==> src/design/text_console_writer_assert.svh <==
// Assertion macros for the text console writer.
`ifndef TEXT_CONSOLE_WRITER_ASSERT_SVH
`define TEXT_CONSOLE_WRITER_ASSERT_SVH

`ifndef SYNTHESIS

`define TCW_ASSERT_NOW(label, clk, rst_n, ante, cons) \
    label: assert property (@(posedge clk) disable iff (!rst_n) (ante) |-> (cons)) \
        else $error("tcw: same-cycle check failed");

`define TCW_ASSERT_NEXT(label, clk, rst_n, ante, cons) \
    label: assert property (@(posedge clk) disable iff (!rst_n) (ante) |=> (cons)) \
        else $error("tcw: next-cycle check failed");

`else

`define TCW_ASSERT_NOW(label, clk, rst_n, ante, cons)

`define TCW_ASSERT_NEXT(label, clk, rst_n, ante, cons)

`endif

`endif

==> src/design/tcw_pkg.sv <==
`default_nettype none

package tcw_pkg;

    localparam int COLUMNS    = 80;
    localparam int ROWS       = 25;
    localparam int CELL_COUNT = ROWS * COLUMNS;

    localparam int OP_W   = 2;
    localparam int CHAR_W = 8;
    localparam int ATTR_W = 8;
    localparam int ROW_W  = 5;
    localparam int COL_W  = 7;
    localparam int IDX_W  = 11;
    localparam int CELL_W = 16;

    localparam int CMDQ_DEPTH = 2;
    localparam int RESQ_DEPTH = 2;

    localparam int APB_AW = 3;
    localparam int APB_DW = 32;

    // word index of text_attribute, taken from paddr[2]
    localparam logic REG_TEXT_ATTRIBUTE = 1'b0;

    localparam logic [OP_W-1:0] OP_PUT   = 2'd0;
    localparam logic [OP_W-1:0] OP_CLEAR = 2'd1;
    localparam logic [OP_W-1:0] OP_READ  = 2'd2;

    localparam logic [CHAR_W-1:0] CHAR_LF       = 8'd10;
    localparam logic [CHAR_W-1:0] CHAR_CR       = 8'd13;
    localparam logic [CHAR_W-1:0] CHAR_TAB      = 8'd9;
    localparam logic [CHAR_W-1:0] CHAR_PRINT_LO = 8'd32;
    localparam logic [CHAR_W-1:0] CHAR_PRINT_HI = 8'd126;
    localparam logic [CHAR_W-1:0] CHAR_BLANK    = 8'h20;

    localparam int TAB_STEP = 4;

    localparam logic [ATTR_W-1:0] RESET_ATTR = 8'h07;
    localparam logic [CELL_W-1:0] RESET_CELL = {RESET_ATTR, CHAR_BLANK};

    localparam logic [IDX_W-1:0] COPY_END  = IDX_W'(CELL_COUNT - COLUMNS);
    localparam logic [IDX_W-1:0] LAST_CELL = IDX_W'(CELL_COUNT - 1);

    typedef struct packed {
        logic [OP_W-1:0]   operation;
        logic [CHAR_W-1:0] character;
        logic [IDX_W-1:0]  cell_index;
    } tcw_in_t;

    typedef struct packed {
        logic [ROW_W-1:0]  cursor_row;
        logic [COL_W-1:0]  cursor_column;
        logic [CELL_W-1:0] cell_value;
    } tcw_out_t;

    typedef enum logic [2:0] {
        CMD_NOP,
        CMD_GLYPH,
        CMD_NEWLINE,
        CMD_RETURN,
        CMD_TAB,
        CMD_CLEAR,
        CMD_READ
    } cmd_kind_t;

    typedef struct packed {
        cmd_kind_t         kind;
        logic [CHAR_W-1:0] glyph;
        logic [IDX_W-1:0]  cell_index;
    } cmd_t;

    typedef struct packed {
        logic valid;
        cmd_t cmd;
    } q2b_t;

    typedef struct packed {
        logic pop;
        logic init_busy;
    } b2q_t;

    typedef enum logic [2:0] {
        BK_INIT,
        BK_IDLE,
        BK_READ,
        BK_COPY,
        BK_FILL
    } bk_state_t;

endpackage

`default_nettype wire

==> src/design/tcw_front.sv <==
`default_nettype none

module tcw_front (
    input  wire logic             clk,
    input  wire logic             rst_n,
    input  wire logic             push,
    output logic                  full,
    input  wire tcw_pkg::tcw_in_t item,
    output tcw_pkg::q2b_t         q2b,
    input  wire tcw_pkg::b2q_t    b2q
);

    import tcw_pkg::*;

    localparam int PW = $clog2(CMDQ_DEPTH);
    localparam int CW = $clog2(CMDQ_DEPTH + 1);

    cmd_t            cmd_in;
    cmd_t            q_mem_reg [CMDQ_DEPTH];
    logic [PW-1:0]   wr_ptr_reg, wr_ptr_next;
    logic [PW-1:0]   rd_ptr_reg, rd_ptr_next;
    logic [CW-1:0]   cnt_reg, cnt_next;
    logic            take;

    always_comb
    begin
        cmd_in.glyph      = item.character;
        cmd_in.cell_index = item.cell_index;
        unique case (item.operation)
            OP_PUT:
            begin
                priority if (item.character == CHAR_LF)
                    cmd_in.kind = CMD_NEWLINE;
                else if (item.character == CHAR_CR)
                    cmd_in.kind = CMD_RETURN;
                else if (item.character == CHAR_TAB)
                    cmd_in.kind = CMD_TAB;
                else if (item.character >= CHAR_PRINT_LO && item.character <= CHAR_PRINT_HI)
                    cmd_in.kind = CMD_GLYPH;
                else
                    cmd_in.kind = CMD_NOP;
            end
            OP_CLEAR: cmd_in.kind = CMD_CLEAR;
            OP_READ:  cmd_in.kind = (item.cell_index < IDX_W'(CELL_COUNT)) ? CMD_READ : CMD_NOP;
            default:  cmd_in.kind = CMD_NOP;
        endcase
    end

    assign full = (cnt_reg == CW'(CMDQ_DEPTH)) || b2q.init_busy;
    assign take = push && !full;

    assign q2b.valid = (cnt_reg != '0);
    assign q2b.cmd   = q_mem_reg[rd_ptr_reg];

    always_comb
    begin
        wr_ptr_next = take    ? wr_ptr_reg + PW'(1) : wr_ptr_reg;
        rd_ptr_next = b2q.pop ? rd_ptr_reg + PW'(1) : rd_ptr_reg;
        cnt_next    = cnt_reg + CW'(take) - CW'(b2q.pop);
    end

    always_ff @(posedge clk or negedge rst_n)
    begin
        if (!rst_n)
        begin
            wr_ptr_reg <= '0;
            rd_ptr_reg <= '0;
            cnt_reg    <= '0;
        end
        else
        begin
            wr_ptr_reg <= wr_ptr_next;
            rd_ptr_reg <= rd_ptr_next;
            cnt_reg    <= cnt_next;
        end
    end

    always_ff @(posedge clk)
    begin
        if (take)
        begin
            q_mem_reg[wr_ptr_reg] <= cmd_in;
        end
    end

endmodule

`default_nettype wire

==> config.mk <==
export PLATFORM = sky130hd
export DESIGN_NAME = tcw_front
export DESIGN_NICKNAME = d
export VERILOG_FILES = /design/src/design/text_console_writer_assert.svh /design/src/design/tcw_pkg.sv /design/src/design/tcw_front.sv
export SDC_FILE = /design/constraint.sdc
export NUM_CORES = 1
export LEC_CHECK = 0
export BUFFER_PORTS_ARGS = -buffer_cell sky130_fd_sc_hd__buf_4
export CAP_MARGIN = 20
export CORE_MARGIN = 10
export CORE_UTILIZATION = 47
export DETAILED_ROUTE_END_ITERATION = 12
export GPL_TIMING_DRIVEN = 0
export PLACE_DENSITY = 0.87
export SYNTH_ARGS = -nofsm -noshare
export SYNTH_HDL_FRONTEND = slang
export SYNTH_SLANG_ARGS = --single-unit
==> constraint.sdc <==
create_clock -name clk -period 1.95 [get_ports clk]
set_clock_uncertainty 0.2 [all_clocks]
set_input_delay 0.195 -clock clk [delete_from_list [all_inputs] [get_ports clk]]
set_output_delay 0.195 -clock clk [all_outputs]
set_load 0.02 [all_outputs]
* Word-level counts from Yosys, hierarchy flattened
Memories as Yosys holds them, arrays and structs flattened.
Cells that the tools add are included.
** Storage, ports and cells
- Flip-flop bits (word level) :: 4
- Bits in writable memories :: 44
- Bits of input ports :: 26
- Output and inout port bits :: 24
- Word-level logic and storage cells :: 31
- Memories kept :: 1
** Operators by class
- $add $sub $neg :: 4
- Order comparisons :: 3
- Eq/ne operators :: 6
- Muxes and demuxes :: 8
- Reduce and logical (&&, ||, !) cells :: 6
** Memory list
- q_mem_reg :: words 2, width 22, read ports 1, clocked after Yosys merged registers in 0, wr ports 1, line tcw_front.sv:19 : cmd_t q_mem_reg [CMDQ_DEPTH];
** Operators by type and width (number)
- $eq 8x4->1 const B :: 3
- $mux 3 :: 4
- $lt 11x11->1 const B :: 1
- $pmux 3 s3 :: 1
- $ge 8x6->1 const B :: 1
- $le 8x7->1 const B :: 1
- $eq 2x2->1 const B :: 2
- $mux 1 :: 3
- $add 1x1->1 const B :: 2
- $add 2x1->2 :: 1
- $eq 2x1->1 const B :: 1
- $logic_and 1x1->1 :: 2
- $logic_not 2->1 :: 1
- $reduce_bool 2->1 :: 1
- $sub 2x1->2 :: 1
- $logic_not 1->1 :: 1
- $logic_or 1x1->1 :: 1

* Longest topological paths before layout
- Word-level depth :: 7
- Gate-level depth with buffers :: 7
- Mapped depth without buffers :: 7

* Least setup slack after synthesis
No wires, ideal clock.
- Path kind :: register to register
- From :: register cnt_reg[1]
- To :: memory q_mem_reg[1][0] (netlist name), enable pin
- Arrival :: 1.546 ns
- Path slack :: -0.197 ns
- Cell stages (with the launch flop) :: 4
- Clock period less this slack :: 2.147 ns
- Path through :: dfrtp_1 inv_1 o211ai_2 nor2_1
** Between the ends
- Cells in the longest elaborated chain, start to end :: 6
** RTL lines
- from (decl) :: line tcw_front.sv:22 : logic [CW-1:0] cnt_reg, cnt_next;
- from (signal assigned) :: line tcw_front.sv:74 : cnt_reg <= cnt_next;
- $eq 2x2->1 :: line tcw_front.sv:49 : assign full = (cnt_reg == CW'(CMDQ_DEPTH)) || b2q.init_busy;
- $logic_or 1x1->1 :: line tcw_front.sv:49
- $logic_not 1->1 :: line tcw_front.sv:50 : assign take = push && !full;
- $logic_and 1x1->1 :: line tcw_front.sv:50
- $mux 1 :: line tcw_front.sv:80 : if (take)
- $mux 1 (implied by the code) :: line tcw_front.sv:82 : q_mem_reg[wr_ptr_reg] <= cmd_in;
- to (decl) :: line tcw_front.sv:19
No other way between the ends.

==> run metrics <==
Post-DP Area 0.00241 sq mm; clock sinks 48; io pins 50; hold crit path type in2reg; drt wl/cell 18.2 um; average size of a mapped cell 17.7 sq um; drt total wl 4340 um; Final Setup Violations 0; hold slack final 35.7 ps; Synth area leader edfxtp_1; CP required 1550 ps; vias 1201; CTS max path bufs 2; Total GRT Usage 12.2%; vias in the first global route 1374; largest net degree at the start of global routing 14; PortBufs 49; antenna cell count 0; placed cells 211; Final min period 1880 ps; Tot Pwr 3.12 mW; crit path max-delay cell type dfrtp_1; Worst-Margin Slew 610 ps; htree depth 2; fmax 532 MHz; synth warn 0; MaxCap Viol Count 0; die span in y 84.3 um; Synth cell types 23; peak supply drop 0.884 mV; status finished, final reports clean; Final Cell Area 0.00271 sq mm; pwr dens 1150 mW/mm^2; final core utilization 67.8%; Clk Latency, worst-skew pair 290 ps; critical path type reg2out; TritonCTS clock tree yes; Post-Syn Instances 110; worst-path fanout max 10; Crit path top cell by count buf_4; row count 23; final worst-path cycle share 96.3%; max reg flops 44; Area Growth Syn to Fin 39.6%; post-synthesis sequential area ratio 73.1%; die area 0.00711 sq mm; DP Wirelength 3050 um; Seq cells post-synth 48; Starting DRT DRC Count 50; First-pass DRT Iterations 4; post-route insts no fill 239; die width 84.3 um; CP Launch Type register; initial antenna violation count 0; root buffer cell clkbuf_8; Post-DRT Antenna Nets 0; global-route wire length before repair 6820 um; CTS buffer count 5; final hold violation count 0; Slew Limit Fails 0; Syn Std Cell Area 0.00194 sq mm; final net count 217; clk slew on worst S/H paths 80 ps; Critical Path AT 1480 ps; leak pwr 1.02 nW; grt total ovfl 0; Slew headroom 59.3%; Synth Net Count 138; GP Congestion 0.785; initial core utilization 48.6%; DRC errors left 0; filler cell count in the final layout 268; top post-synthesis cells by area edfxtp_1 (68%), mux2_2 (13%), dfrtp_1 (5.2%); max incr delay on CP 440 ps; share of layout cells above drive strength 1 46.6%; Yosys top cell area share 68.0%; Post-CTS Repair Setup Buffers 0; worst-path cell chain buf_4 > mux2_2 > buf_4; Vias/cell 5.03; Core ar. 0.00400 sq mm; crit path capture type output pin; RSZ-0062 raised after global routing true
## where the power goes
| group | switching (mW) | total [mW] | internal [mW] |
|---|---|---|---|
| Clock | 0.289 | 0.533 | 0.244 |
| Sequential | 0.0804 | 1.38 | 1.30 |
| Combinational | 0.627 | 1.21 | 0.586 |
## final timing paths
check	startpoint	end	depth (start not counted)	slack [ps]
setup / recovery	rd_ptr_reg	q2b[12]	3	70
hold / removal	push	wr_ptr_reg	3	40
setup reg to reg	cnt_reg[1]	q_mem_reg[0][8]	4	80
hold reg to reg	wr_ptr_reg	wr_ptr_reg	1	330
max in group asynchronous	rst_n	cnt_reg[0]	2	1400
min in group asynchronous	rst_n	wr_ptr_reg	2	50
## routing by layer
metal	vias to the layer above	routed length (um)	track usage, %
met5	-	0	0
met4	0	133	6.85
met3	11	226	3.96
met2	34	2500	23.2
met1	578	1480	11.0
li1	578	-	-
## per-stage QoR
stage,TNS [ps],worst slack (ps)
3_5_place_dp,0,14.0
4_1_cts,0,11.4
2_1_floorplan,-8660,-197
5_1_grt,-40.3,-4.04
3_3_place_gp,-27560,-628
6_report,0,71.9
## cells in the mapped netlist
library cell,instances
dfrtp_1,4
nand3_1,2
inv_1,4
buf_4,2
xnor2_1,3
nor2_1,5
a21oi_1,1
nor3b_1,1
nand4_1,3
mux2_2,22
nor4_4,1
o21ai_0,5
nor2b_1,2
nor3_1,1
or2_2,1
ha_1,2
xor2_1,1
nand2b_1,1
edfxtp_1,44
o211ai_2,2
o211ai_1,1
and2_1,1
nand4b_1,1
## placed cells by master (no fill, tap or decap), drive strengths merged, types with 2 or more instances in the layout
| cell type | n |
|---|---|
| dfrtp | 4 |
| o211ai | 3 |
| xnor2 | 3 |
| nand3 | 2 |
| nand4 | 3 |
| o21ai | 5 |
| ha | 2 |
| nor2 | 5 |
| buf | 53 |
| mux2 | 22 |
| nor2b | 2 |
| clkbuf | 6 |
| edfxtp | 44 |
| inv | 4 |
| dlygate4sd3 | 21 |
## critical path: cells and delay by family, from the launching register on
kind	cells	cell delay, ps
flops	1	440
buf+inv	2	390
mux	1	360
## kinds of logic (layout without fill, tap and decap cells)
family | after synthesis | in the layout | synth area share [%]
AOI/OAI and AO/OA | 9 | 9 | 3.22
xor gates and xnor gates | 4 | 4 | 1.80
buffers and inverters | 6 | 85 | 1.54
DFF | 48 | 48 | 73.1
and+or+nand+nor | 19 | 19 | 6.25
muxes | 22 | 22 | 12.7
adders and majority gates | 2 | 2 | 1.29
## layout make-up
type,instances,area (sq um),share of cell area [%]
Buffer,2,15.0,0.554
Clock buffer,6,72.6,2.68
Clock inverter,1,5.00,0.185
Inverter,4,15.0,0.554
Multi-Input combinational cell,56,513,18.9
Sequential cell,48,1420,52.4
Tap cell,50,62.6,2.31
Timing Repair Buffer,72,608,22.4
## what timing repair did
action | 4_1_cts | 5_1_grt
hold endpoints to repair | 43 | 0
resized for setup | 0 | 2
hold buffers | 21 | 0
endpoints found under the setup margin | 0 | 25
No activity file was read; power rests on OpenSTA's default activity.
